**src/hdl/assert_macros.svh**
```systemverilog
// Assertion helpers shared by the RTL files.
`ifndef ASSERT_MACROS_SVH
`define ASSERT_MACROS_SVH

// same-cycle implication, sampled on clk, off during reset
`define ASSERT_IMPLY(label, ante, cons, msg) \
    label: assert property (@(posedge clk) disable iff (!rst_n) (ante) |-> (cons)) \
        else $error(msg);

// next-cycle implication
`define ASSERT_NEXT(label, ante, cons, msg) \
    label: assert property (@(posedge clk) disable iff (!rst_n) (ante) |=> (cons)) \
        else $error(msg);

`endif

```
**src/hdl/tlik_pkg.sv**
```systemverilog
`timescale 1ns / 1ps

package tlik_pkg;

    // field widths
    localparam int LEN_W = 16;
    localparam int XY_W  = 18;
    localparam int SH_W  = 18;
    localparam int EL_W  = 16;
    localparam int IDX_W = 2;

    // register indexes
    localparam logic [IDX_W-1:0] REG_FIRST_LINK  = 2'd0;
    localparam logic [IDX_W-1:0] REG_SECOND_LINK = 2'd1;
    localparam logic [LEN_W-1:0] LINK_RESET      = 16'd4096;

    // front end
    localparam int R2_W  = 36;
    localparam int NUM_W = 38;
    localparam int DEN_W = 33;
    localparam int MAG_W = 50;
    localparam int FRAC_C = 14;

    // cosine divider
    localparam int DIV_BITS = 15;
    localparam int Q_W      = DIV_BITS;
    localparam int C_W      = 16;
    localparam logic [Q_W-1:0]        Q_ONE = 15'd16384;
    localparam logic signed [C_W-1:0] C_ONE = 16'sd16384;

    // sine root
    localparam int SQ_IN_W  = 30;
    localparam int SQ_STEPS = 15;
    localparam int SQ_TOP   = 28;
    localparam int S_W      = 15;
    localparam logic [SQ_IN_W-1:0] SQ_ONE = 30'h1000_0000;

    // atan2
    localparam int K_W          = 34;
    localparam int SCALE        = 24;
    localparam int CORD_W       = 60;
    localparam int Z_W          = 35;
    localparam int CORDIC_STEPS = 16;
    localparam int ATAN_ENTRIES = 24;
    localparam int CORD_STAGES  =
        (CORDIC_STEPS < ATAN_ENTRIES) ? CORDIC_STEPS : ATAN_ENTRIES;
    localparam logic signed [Z_W-1:0] PI_Q30 = 35'sd3373259426;
    localparam logic signed [Z_W-1:0] ATAN_Q30 [ATAN_ENTRIES] = '{
        35'sd843314857, 35'sd497837829, 35'sd263043837, 35'sd133525159,
        35'sd67021687,  35'sd33543516,  35'sd16775851,  35'sd8388437,
        35'sd4194283,   35'sd2097149,   35'sd1048576,   35'sd524288,
        35'sd262144,    35'sd131072,    35'sd65536,     35'sd32768,
        35'sd16384,     35'sd8192,      35'sd4096,      35'sd2048,
        35'sd1024,      35'sd512,       35'sd256,       35'sd128
    };

    // Q.30 to Q4.13 rounding
    localparam int DROP = 17;
    localparam logic signed [Z_W-1:0] ROUND_Q30 = 35'sd65536;

    // per-item info carried alongside the arithmetic pipes
    typedef struct packed {
        logic signed [XY_W-1:0] x;
        logic signed [XY_W-1:0] y;
        logic                   up;
        logic                   unreach;
        logic                   neg;
        logic                   den_zero;
        logic signed [C_W-1:0]  c;
    } side_t;

endpackage

```
**src/hdl/tlik_div.sv**
```systemverilog
`timescale 1ns / 1ps

// Restoring divider, one quotient bit per stage, MSB first.
module tlik_div (
    input  logic                        clk,
    input  logic                        rst_n,
    input  logic                        en,
    input  logic                        valid,
    input  logic [tlik_pkg::MAG_W-1:0]  dividend,
    input  logic [tlik_pkg::DEN_W-1:0]  divisor,
    input  tlik_pkg::side_t             tag,
    output logic                        quo_valid,
    output logic [tlik_pkg::Q_W-1:0]    quotient,
    output tlik_pkg::side_t             quo_tag
);
    import tlik_pkg::*;

    logic [MAG_W-1:0] rem_reg [DIV_BITS];
    logic [Q_W-1:0]   q_reg   [DIV_BITS];
    side_t            tag_reg [DIV_BITS];
    logic             vld_reg [DIV_BITS];

    for (genvar i = 0; i < DIV_BITS; i++) begin : g_stage
        logic [MAG_W-1:0] rem_in;
        logic [MAG_W-1:0] sub;
        logic [Q_W-1:0]   q_in;
        side_t            t_in;
        logic             v_in;
        logic             ge;

        if (i == 0) begin : g_first
            assign rem_in = dividend;
            assign q_in   = '0;
            assign t_in   = tag;
            assign v_in   = valid;
        end
        else begin : g_rest
            assign rem_in = rem_reg[i-1];
            assign q_in   = q_reg[i-1];
            assign t_in   = tag_reg[i-1];
            assign v_in   = vld_reg[i-1];
        end

        assign sub = MAG_W'(divisor) << (DIV_BITS - 1 - i);
        assign ge  = rem_in >= sub;

        always_ff @(posedge clk)
        begin
            if (en)
            begin
                rem_reg[i] <= ge ? rem_in - sub : rem_in;
                q_reg[i]   <= {q_in[Q_W-2:0], ge};
                tag_reg[i] <= t_in;
            end
        end

        always_ff @(posedge clk or negedge rst_n)
        begin
            if (!rst_n)
            begin
                vld_reg[i] <= 1'b0;
            end
            else if (en)
            begin
                vld_reg[i] <= v_in;
            end
        end
    end

    assign quo_valid = vld_reg[DIV_BITS-1];
    assign quotient  = q_reg[DIV_BITS-1];
    assign quo_tag   = tag_reg[DIV_BITS-1];

endmodule

```
**config.mk**
```make
export PLATFORM = sky130hd
export DESIGN_NAME = tlik_div
export DESIGN_NICKNAME = d
export VERILOG_FILES = /design/src/hdl/assert_macros.svh /design/src/hdl/tlik_pkg.sv /design/src/hdl/tlik_div.sv
export SDC_FILE = /design/constraint.sdc
export NUM_CORES = 2
export LEC_CHECK = 0
export ABC_AREA = 1
export BUFFER_PORTS_ARGS = -buffer_cell sky130_fd_sc_hd__buf_2
export CAP_MARGIN = 20
export CORE_AREA = 8 8 556 558
export CTS_BUF_LIST = sky130_fd_sc_hd__clkbuf_4
export DETAILED_ROUTE_END_ITERATION = 8
export DIE_AREA = 0 0 564 566
export GPL_TIMING_DRIVEN = 0
export PLACE_DENSITY = 0.51
export SLEW_MARGIN = 30
export SYNTH_ARGS = -nofsm -noshare
export SYNTH_HDL_FRONTEND = slang
export SYNTH_SLANG_ARGS = --single-unit
```
**constraint.sdc**
```tcl
create_clock -name clk -period 4.5 [get_ports clk]
set_input_delay 0.45 -clock clk [delete_from_list [all_inputs] [get_ports clk]]
set_output_delay 0.45 -clock clk [all_outputs]
set_load 0.005 [all_outputs]
```
==> run metrics <==
outcome completed; Worst Setup SP divisor[27]; cell taking the most area after synthesis edfxtp_1; Post-Route WL 356000 um; # clock sinks 1675; CP max FO 11; IO Pins 215; Global Route Usage Sum 21.5%; CP arrival 5040 ps; crit path kind in2reg; post-synthesis cell type count 46; Reg2Reg Setup Slack 940 ps; CTS Buffer Depth 4; Die X 564 um; max reg flops 840; post-route setup TNS 0 ps; Worst R2R Path Depth 16; setup repair bufs after CTS 0; Peak VDD IR 0.229 mV; Syn Inst Count 13700; leakage 59.1 nW; Inserted Clock Buffers 448; register area 0.0502 mm2; reg2reg start rem_reg[1][54]; Synth area leaders edfxtp_1, nand2_1, inv_1; type of destination of the critical path flop; R2R Path End rem_reg[1][136]; RSZ-0062 raised after global routing false; clock transition at the registers of the reported paths 80 ps; Mapped Nets 14400; Post-synth top cells nand2_1, inv_1, edfxtp_1; fin. max-slew vios 0; DR vias 89100; vias per cell 4.68; Least-Margin Pin Slew 933 ps; type of the most critical hold path in2reg; CTS tree built; Post-route DRC 0; top_reg_cell synth edfxtp_1; Post-Syn Area 0.104 mm2; mean routed wirelength per cell 18.7 um; f_max 261 MHz; CTS Root Cell clkbuf_4; Post-synth EDFFs 1660; Nets 15400; max-cap violations 0; Area Overhead vs Synth 14.9%; TritonRoute pass-1 iters 8; clk_lat worst skew 1410 ps; Fillers 31700; port bufs 214; YS warnings 0; first-pass GRT wire length 519000 um; count leader, synth nand2_1; CTS H-Tree Depth 5; Slew headroom 37.8%; GRT Residual Overflow 0; syn_area_per_cell 7.60 um2; fraction of layout cells with a size suffix above 1 7.83%; Final Instance Count excl. Fillers 19000; top cell type's share of synthesized area 47.7%; row count 202; Routed Antenna Nets 0; Initial Utilization 34.7%; Startpoint Class input pin; drt initial violations 7626; vias in the first global route 83900; period utilization 85.1%; die area 0.319 mm2; Final Wtd Congestion 0.972; multi-input logic area 0.0440 mm2; pwr dens 546 mW/mm2; sequential-to-total area share from yosys stat 48.1%; Async S/R FF share, synth 0.896%; Worst Path Required 5710 ps; Hold Fails Final Rpt 0; Final min period 3830 ps; post-DP HPWL 280000 um; CP Capture Point rem_reg[0][16]; flops & latches, synth 1675; pin count of the biggest net entering global routing 125; Clock Skew 172 ps; Core ar. 0.301 mm2; placed cells 18000; antenna violations before repair 33; die height 566 um; endpoints failing setup 0; Core Util, Final 39.9%
## metal layers
layer / up-vias / GRT usage, % / routed length [um]
met5: - / 0 / 94
met4: 12 / 7.02 / 12400
met3: 561 / 3.39 / 21100
met2: 2441 / 35.0 / 161000
met1: 40700 / 29.2 / 161000
li1: 45400 / - / -
## final cells by class
| class | instances | share of cell area, % |
|---|---|---|
| Antenna cell | 12 | 0.0250 |
| Buffer | 103 | 0.587 |
| Clock buffer | 636 | 3.98 |
| Timing Repair Buffer | 539 | 4.16 |
| Tap cell | 3978 | 4.15 |
| Sequential cell | 1675 | 41.9 |
| Multi-Input combinational cell | 9456 | 36.7 |
| Inverter | 2513 | 7.91 |
| Clock inverter | 127 | 0.638 |
## cell usage in the layout, fill, tap and decap left out, drive strengths merged, types with 5 or more instances in the layout
cell,count
a21oi,407
and2,29
and3,6
buf,356
clkbuf,641
clkinv,106
dfrtp,15
diode,12
dlygate4sd3,281
edfxtp,1660
fa,14
ha,495
inv,2527
nand2,6027
nand3,679
nand3b,26
nand4,181
nor2,1107
nor3,105
nor4,12
o21ai,54
o21bai,20
or2,20
xnor2,5
xor2,255
## timing repair
action                    4_1_cts  5_1_grt
hold buffers                  282        0
hold endpoints to repair      463        0
resized for setup               0        0
## how the worst min path moves through the flow
stage	startpoint	to	slack (ps)	depth (start not counted)
after floorplan	rst_n	g_stage[10].v_in	150	0
after global placement	rst_n	g_stage[1].v_in	380	1
after detailed placement	rst_n	quo_valid	380	1
after CTS	divisor[1]	rem_reg[0][260]	0.2	5
after global routing	divisor[29]	rem_reg[0][288]	100	6
final	dividend[15]	rem_reg[0][15]	180	5
## report_power, final
group	internal, mW	leakage (nW)	switching (mW)
clock	6.74	3.30	6.39
combinational	9.00	39.5	20.2
sequential	21.1	16.3	2.20
total	36.8	59.1	28.8
## worst max-delay path, cell delays in order
cell,delay (ps)
dlygate4sd3_1,570
buf_2,150
inv_4,400
buf_12,250
ha_1,320
nand2_1,150
inv_1,60
a21oi_1,280
nand2_1,130
a21oi_1,180
nand3_1,140
nor2_4,320
buf_2,350
nand2_1,80
dlygate4sd3_1,560
nand2_1,60
dlygate4sd3_1,530
## stage by stage
stage / total power [mW] / setup slack (ps) / area (um2) / hold WS, ps
6_report: 65.6 / 669 / 120000 / 183
5_1_grt: 70.8 / 595 / 120000 / 96.8
4_1_cts: 66.0 / 794 / 120000 / 0.248
3_5_place_dp: 52.1 / 55.0 / 112000 / 377
3_3_place_gp: 52.8 / -24750 / 110000 / 377
2_1_floorplan: 42.0 / 1610 / 104000 / 154
## cell families (layout without fill, tap and decap cells)
logic type                 Yosys count  after routing  share of synthesized area [%]
xor gates and xnor gates           260            260                           2.18
adders and majority gates          509            509                           6.20
muxes                                1              1                         0.0108
AOI/OAI and AO/OA                  490            490                           2.48
DFF                               1675           1675                           48.1
and+or+nand+nor                   8196           8196                           31.3
other                                0             12                              0
buffers and inverters             2616           3918                           9.71
Note: power is estimated with default switching activity, not from simulation.
