$ cat src/hdl/assert_macros.svh
// Assertion helpers shared by the RTL files.
`ifndef ASSERT_MACROS_SVH
`define ASSERT_MACROS_SVH

// same-cycle implication, sampled on clk, off during reset
`define ASSERT_IMPLY(label, ante, cons, msg) \
    label: assert property (@(posedge clk) disable iff (!rst_n) (ante) |-> (cons)) \
        else $error(msg);

// next-cycle implication
`define ASSERT_NEXT(label, ante, cons, msg) \
    label: assert property (@(posedge clk) disable iff (!rst_n) (ante) |=> (cons)) \
        else $error(msg);

`endif

$ cat src/hdl/tlik_pkg.sv
`timescale 1ns / 1ps

package tlik_pkg;

    // field widths
    localparam int LEN_W = 16;
    localparam int XY_W  = 18;
    localparam int SH_W  = 18;
    localparam int EL_W  = 16;
    localparam int IDX_W = 2;

    // register indexes
    localparam logic [IDX_W-1:0] REG_FIRST_LINK  = 2'd0;
    localparam logic [IDX_W-1:0] REG_SECOND_LINK = 2'd1;
    localparam logic [LEN_W-1:0] LINK_RESET      = 16'd4096;

    // front end
    localparam int R2_W  = 36;
    localparam int NUM_W = 38;
    localparam int DEN_W = 33;
    localparam int MAG_W = 50;
    localparam int FRAC_C = 14;

    // cosine divider
    localparam int DIV_BITS = 15;
    localparam int Q_W      = DIV_BITS;
    localparam int C_W      = 16;
    localparam logic [Q_W-1:0]        Q_ONE = 15'd16384;
    localparam logic signed [C_W-1:0] C_ONE = 16'sd16384;

    // sine root
    localparam int SQ_IN_W  = 30;
    localparam int SQ_STEPS = 15;
    localparam int SQ_TOP   = 28;
    localparam int S_W      = 15;
    localparam logic [SQ_IN_W-1:0] SQ_ONE = 30'h1000_0000;

    // atan2
    localparam int K_W          = 34;
    localparam int SCALE        = 24;
    localparam int CORD_W       = 60;
    localparam int Z_W          = 35;
    localparam int CORDIC_STEPS = 16;
    localparam int ATAN_ENTRIES = 24;
    localparam int CORD_STAGES  =
        (CORDIC_STEPS < ATAN_ENTRIES) ? CORDIC_STEPS : ATAN_ENTRIES;
    localparam logic signed [Z_W-1:0] PI_Q30 = 35'sd3373259426;
    localparam logic signed [Z_W-1:0] ATAN_Q30 [ATAN_ENTRIES] = '{
        35'sd843314857, 35'sd497837829, 35'sd263043837, 35'sd133525159,
        35'sd67021687,  35'sd33543516,  35'sd16775851,  35'sd8388437,
        35'sd4194283,   35'sd2097149,   35'sd1048576,   35'sd524288,
        35'sd262144,    35'sd131072,    35'sd65536,     35'sd32768,
        35'sd16384,     35'sd8192,      35'sd4096,      35'sd2048,
        35'sd1024,      35'sd512,       35'sd256,       35'sd128
    };

    // Q.30 to Q4.13 rounding
    localparam int DROP = 17;
    localparam logic signed [Z_W-1:0] ROUND_Q30 = 35'sd65536;

    // per-item info carried alongside the arithmetic pipes
    typedef struct packed {
        logic signed [XY_W-1:0] x;
        logic signed [XY_W-1:0] y;
        logic                   up;
        logic                   unreach;
        logic                   neg;
        logic                   den_zero;
        logic signed [C_W-1:0]  c;
    } side_t;

endpackage

$ cat src/hdl/tlik_sqrt.sv
`timescale 1ns / 1ps
`include "assert_macros.svh"

// Bitwise integer square root, one result bit per stage.
module tlik_sqrt (
    input  logic                         clk,
    input  logic                         rst_n,
    input  logic                         en,
    input  logic                         valid,
    input  logic [tlik_pkg::SQ_IN_W-1:0] radicand,
    input  tlik_pkg::side_t              tag,
    output logic                         root_valid,
    output logic [tlik_pkg::S_W-1:0]     root,
    output tlik_pkg::side_t              root_tag
);
    import tlik_pkg::*;

    logic [SQ_IN_W-1:0] v_reg   [SQ_STEPS];
    logic [SQ_IN_W-1:0] r_reg   [SQ_STEPS];
    side_t              tag_reg [SQ_STEPS];
    logic               vld_reg [SQ_STEPS];

    for (genvar k = 0; k < SQ_STEPS; k++) begin : g_stage
        localparam logic [SQ_IN_W-1:0] BIT = SQ_IN_W'(1) << (SQ_TOP - 2 * k);
        logic [SQ_IN_W-1:0] v_in;
        logic [SQ_IN_W-1:0] r_in;
        logic [SQ_IN_W-1:0] trial;
        side_t              t_in;
        logic               vl_in;
        logic               ge;

        if (k == 0) begin : g_first
            assign v_in  = radicand;
            assign r_in  = '0;
            assign t_in  = tag;
            assign vl_in = valid;
        end
        else begin : g_rest
            assign v_in  = v_reg[k-1];
            assign r_in  = r_reg[k-1];
            assign t_in  = tag_reg[k-1];
            assign vl_in = vld_reg[k-1];
        end

        assign trial = r_in + BIT;
        assign ge    = v_in >= trial;

        always_ff @(posedge clk)
        begin
            if (en)
            begin
                v_reg[k]   <= ge ? v_in - trial : v_in;
                r_reg[k]   <= ge ? (r_in >> 1) + BIT : r_in >> 1;
                tag_reg[k] <= t_in;
            end
        end

        always_ff @(posedge clk or negedge rst_n)
        begin
            if (!rst_n)
            begin
                vld_reg[k] <= 1'b0;
            end
            else if (en)
            begin
                vld_reg[k] <= vl_in;
            end
        end
    end

    assign root_valid = vld_reg[SQ_STEPS-1];
    assign root       = r_reg[SQ_STEPS-1][S_W-1:0];
    assign root_tag   = tag_reg[SQ_STEPS-1];

    // radicand never exceeds 2^28, so the root never exceeds one in Q1.14
    `ASSERT_IMPLY(a_root_range, root_valid, r_reg[SQ_STEPS-1] <= SQ_IN_W'(Q_ONE), "root above one")

endmodule

$ cat config.mk
export PLATFORM = sky130hd
export DESIGN_NAME = tlik_sqrt
export DESIGN_NICKNAME = d
export VERILOG_FILES = /design/src/hdl/tlik_pkg.sv /design/src/hdl/tlik_sqrt.sv
export VERILOG_INCLUDE_DIRS = /design/src /design/src/hdl
export SDC_FILE = /design/constraint.sdc
export NUM_CORES = 1
export LEC_CHECK = 0
export CELL_PAD_IN_SITES_DETAIL_PLACEMENT = 0
export CELL_PAD_IN_SITES_GLOBAL_PLACEMENT = 1
export CORE_MARGIN = 4
export CORE_UTILIZATION = 25
export DETAILED_ROUTE_END_ITERATION = 6
export DONT_BUFFER_PORTS = 1
export GPL_TIMING_DRIVEN = 1
export PLACE_DENSITY_LB_ADDON = 0.08
export SLEW_MARGIN = 20
export SYNTH_ARGS = -nofsm -noshare
export SYNTH_HDL_FRONTEND = slang
export SYNTH_SLANG_ARGS = --single-unit
export TNS_END_PERCENT = 20
$ cat constraint.sdc
create_clock -name clk -period 4.1 [get_ports clk]
set_input_delay 0.41 -clock clk [delete_from_list [all_inputs] [get_ports clk]]
set_output_delay 0.41 -clock clk [all_outputs]
set_load 0.05 [all_outputs]
==> PnR_summary.wiki <==
{| class="wikitable"
! Metric !! Value
|-
| Commonest cells after routing, fill and taps aside || edfxtp_1, clkbuf_16, inv_1, ha_1, nor2_1
|-
| Area of all placed cells without fillers || 0.0608 mm²
|-
| Post-Place Cells || 5469
|-
| Share of total power consumed by net switching || 0.234
|-
| Share of the clock period used by the worst path after layout || 0.911
|-
| Vias after detailed routing || around 23k
|-
| Placed Instance Area || 0.0547 mm²
|-
| Static Leakage || 21.0 nW
|-
| Fraction of power consumed by the clock network || 0.401
|-
| PD cells || 570 mW/mm²
|-
| Root Buffer Master || clkbuf_16
|-
| Cell Area, Synth || 0.0511 mm²
|-
| Total routing resource utilization after global routing || 0.0807
|-
| Compound-cell area share of the yosys netlist || 0.0406
|-
| Sequential fraction of design power || 0.519
|-
| Antenna-violating nets left || 0
|-
| Adder-cell share of the synthesized area || 0.0321
|-
| Top-area cell type share of the netlist area || 0.811
|-
| Peak Freq || between 0.2 and 0.3 GHz
|-
| Clock tree from TritonCTS || done
|-
| Post-Synth Simple-Gate Area || 0.0543
|-
| Fraction of registers with async set/reset || 0.0108
|-
| PostCTS Resize Cnt || 0
|-
| Slew at the pin closest to its max-slew limit || 1.24 ns
|-
| Insertion delay of the later-clocked pin in the worst-skew pair || approximately 0.76 ns
|-
| Number of cells on the worst reg-to-reg path || 9
|-
| Floorplan die area || 0.212 mm²
|-
| Max Cap Violations || 0
|-
| Count of state elements after synthesis || 1395
|-
| Total number of clock tree sinks || 1395
|-
| Via count of the first global-routing pass || approximately 25k
|-
| Crit end category || flip-flop
|-
| X dimension of the die || 460 µm
|-
| Post-CTS Setup Bufs || 0
|-
| Routability congestion estimate from global placement || roughly 0.8
|-
| Area of combinational cells with multiple inputs || 0.00856 mm²
|-
| Placement-stage worst setup slack || 0.354 ns
|-
| Vertical die dimension || roughly 460 µm
|-
| Most common cell after layout, fill and taps aside || edfxtp_1
|-
| Largest net degree at the start of global routing || 218
|-
| Cell taking the most area after synthesis || edfxtp_1
|-
| Most common flop cell mapped by yosys || edfxtp_1
|-
| Clock input transition at the sequential cells of the worst setup and hold paths || 0.06 ns
|-
| Layout Cells excl Fill || between 5k and 6k
|-
| Number of remaining DRC errors || 0
|-
| Unrepaired setup endpoints after global routing || false
|-
| Total Negative Setup Slacks || 0 ns
|-
| Final Hold Viols || 0
|-
| Worst rel slew slack || 0.174
|-
| Routed WL || 85.7 mm
|-
| Path type of the worst setup path || flip-flop to flip-flop
|-
| Cells taking the most area after synthesis || edfxtp_1, ha_1, xnor2_1, xor2_1, inv_1
|-
| Register cell area after layout || ~0.042 mm²
|-
| Proportion of synthesized area in mux cells || 0.0108
|-
| Share of final-layout standard cells stronger than drive strength 1 || 0.0986
|-
| Final-report max-slew violation count || 0
|-
| Half-perimeter wire length of the detailed placement result || 52.3 mm
|-
| Syn Area/Cell || 18.3 µm²
|-
| GR Overflow Total || 0
|-
| Net count of the mapped netlist || between 3k and 4k
|-
| H-tree level count || 4
|-
| Worst hold margin || 0.107 ns
|-
| Total of endpoints with negative setup slack in the final report || 0
|-
| Post-Synth XOR/XNOR Area || 0.0297
|-
| Filler cells || 19.8k
|-
| Combinational family with the most area after synthesis || simple AND/OR/NAND/NOR gates
|-
| Number of distinct standard cells referenced by the synthesized netlist || between 60 and 70
|-
| Worst Hold Path Cells || 1
|-
| Placeable core region || 0.203 mm²
|-
| TritonCTS Buffers || 165
|-
| Sw power || just over 0.008 W
|-
| Routed WL per cell || roughly 15 µm
|-
| Arrival time reported for the critical path endpoint || 4.20 ns
|-
| Kind of path behind the tightest hold check || input port to flip-flop
|-
| Power share of the combinational group || 0.080
|-
| Worst-case setup margin in the final layout || 0.366 ns
|-
| Run status || finished, final reports clean
|-
| Placement Rows || 165
|-
| IO Pins || 162
|-
| Flip-flop count of the largest register after layout || 840
|-
| Count of routing violations after the opening detailed-route iteration || 1234
|-
| DRT Pass-1 Iters || 7
|-
| Initial core utilization || 0.252
|-
| Layout-stage area growth over the synthesis result || 19.0%
|-
| Maximum fanout count along the critical path || 13
|-
| Per-cell via count in the routed design || around 4.0
|-
| Final worst path period need || 3.73 ns
|-
| Number of enable flip-flop cells after synthesis || approximately 1.4k
|-
| CTS max path bufs || 3
|-
| Net count of the finished layout || 3276
|-
| Initial antenna violation count || 2
|-
| Max Clock Skew || 0.0308 ns
|-
| Part of the Yosys area used for sequential elements || 0.818
|-
| Max IR drop VDD || 0.396 mV
|-
| Mapped Cells || around 2.8k
|-
| Cell internal pwr || roughly 0.027 W
|-
| Port buffer count || 0
|-
| Req. time, crit path || around 4.6 ns
|-
| Number of synthesis warnings || 0
|-
| Category of the worst setup path launch point || flip-flop
|-
| Wire length of the first global-routing pass || 136 mm
|}
-- routing by layer --
layer,part of all wire,vias up,wire length [µm],GRT usage
met5,0,-,0,0
met4,0.057,0,4870,0.0490
met3,0.044,257,3750,0.0227
met2,0.48,397,41100,0.133
met1,0.42,11300,36000,0.0934
li1,-,11300,-,-
-- Yosys cell counts, types with 7 or more instances --
cell      count
nor2b_1      23
o21ai_0      87
dfrtp_1      15
o31a_1        7
and2_1        7
xor2_1       73
nor2_1      115
nor3_1       50
or3_1        26
clkbuf_1     21
nand3b_1      7
mux2_2       44
nand4_1      23
o21bai_1      7
xnor2_1     100
or4_1        14
ha_1        131
a21o_1       21
a21oi_1      98
a31oi_1       8
or2_2         7
a211oi_1     16
nand2b_1     25
nand3_1      33
nor4_1       57
nand2_1     101
nand4b_1     15
inv_1       164
o21a_1       30
o31ai_1       8
edfxtp_1   1380
o211ai_1      8
-- through the flow --
step	power, W	util
6_report	0.0347	0.300
3_3_place_gp	0.0210	0.270
2_1_floorplan	0.0199	-
5_1_grt	0.0365	0.300
3_5_place_dp	0.0210	0.270
4_1_cts	0.0355	0.300
-- cells by family after synthesis --
kind of cell / Yosys count
buffers and inverters: 190
AOI/OAI and AO/OA: 331
adders and majority gates: 131
muxes: 49
xor gates and xnor gates: 173
and+or+nand+nor: 527
DFF: 1395
-- timing repair --
action	4_1_cts	5_1_grt
setup endpoints to repair	0	0
hold endpoints to repair	245	0
hold buffers	90	0
-- path summary, 6_finish.rpt --
path | startpoint | to | slack [ns]
min reg2reg | tag_reg[1][278] | tag_reg[1][334] | 0.41
min | en | tag_reg[0][16] | 0.11
max | v_reg[5][18] | v_reg[5][52] | 0.37
max in group asynchronous | rst_n | g_stage[5].vl_in | 3.52
min in group asynchronous | rst_n | g_stage[1].vl_in | 0.13
max reg2reg | v_reg[5][18] | v_reg[5][52] | 0.37
-- worst max-delay path, stage by stage, from the launching register on --
cell,delay (ns)
edfxtp_1,0.39
ha_1,0.25
or4_4,0.56
or4_4,0.45
or3_1,0.39
or4_4,0.54
a31oi_4,0.30
buf_4,0.25
a2111oi_0,0.11
xor2_1,0.21
-- power by group through the flow --
stage          registers (W)  logic, W  clock network [W]
2_1_floorplan         0.0180   0.00188                  0
3_3_place_gp          0.0183   0.00266                  0
3_5_place_dp          0.0183   0.00271                  0
4_1_cts               0.0180   0.00283             0.0147
5_1_grt               0.0181   0.00313             0.0153
6_report              0.0180   0.00277             0.0139
-- area by class of cell --
class	count	share of cell area
Antenna cell	2	0.0000823
Clock buffer	201	0.0708
Clock inverter	97	0.0142
Inverter	165	0.0102
Multi-Input combinational cell	1211	0.141
Sequential cell	1395	0.688
Tap cell	2672	0.0550
Timing Repair Buffer	117	0.0214
No activity file was read; power rests on OpenSTA's default activity.
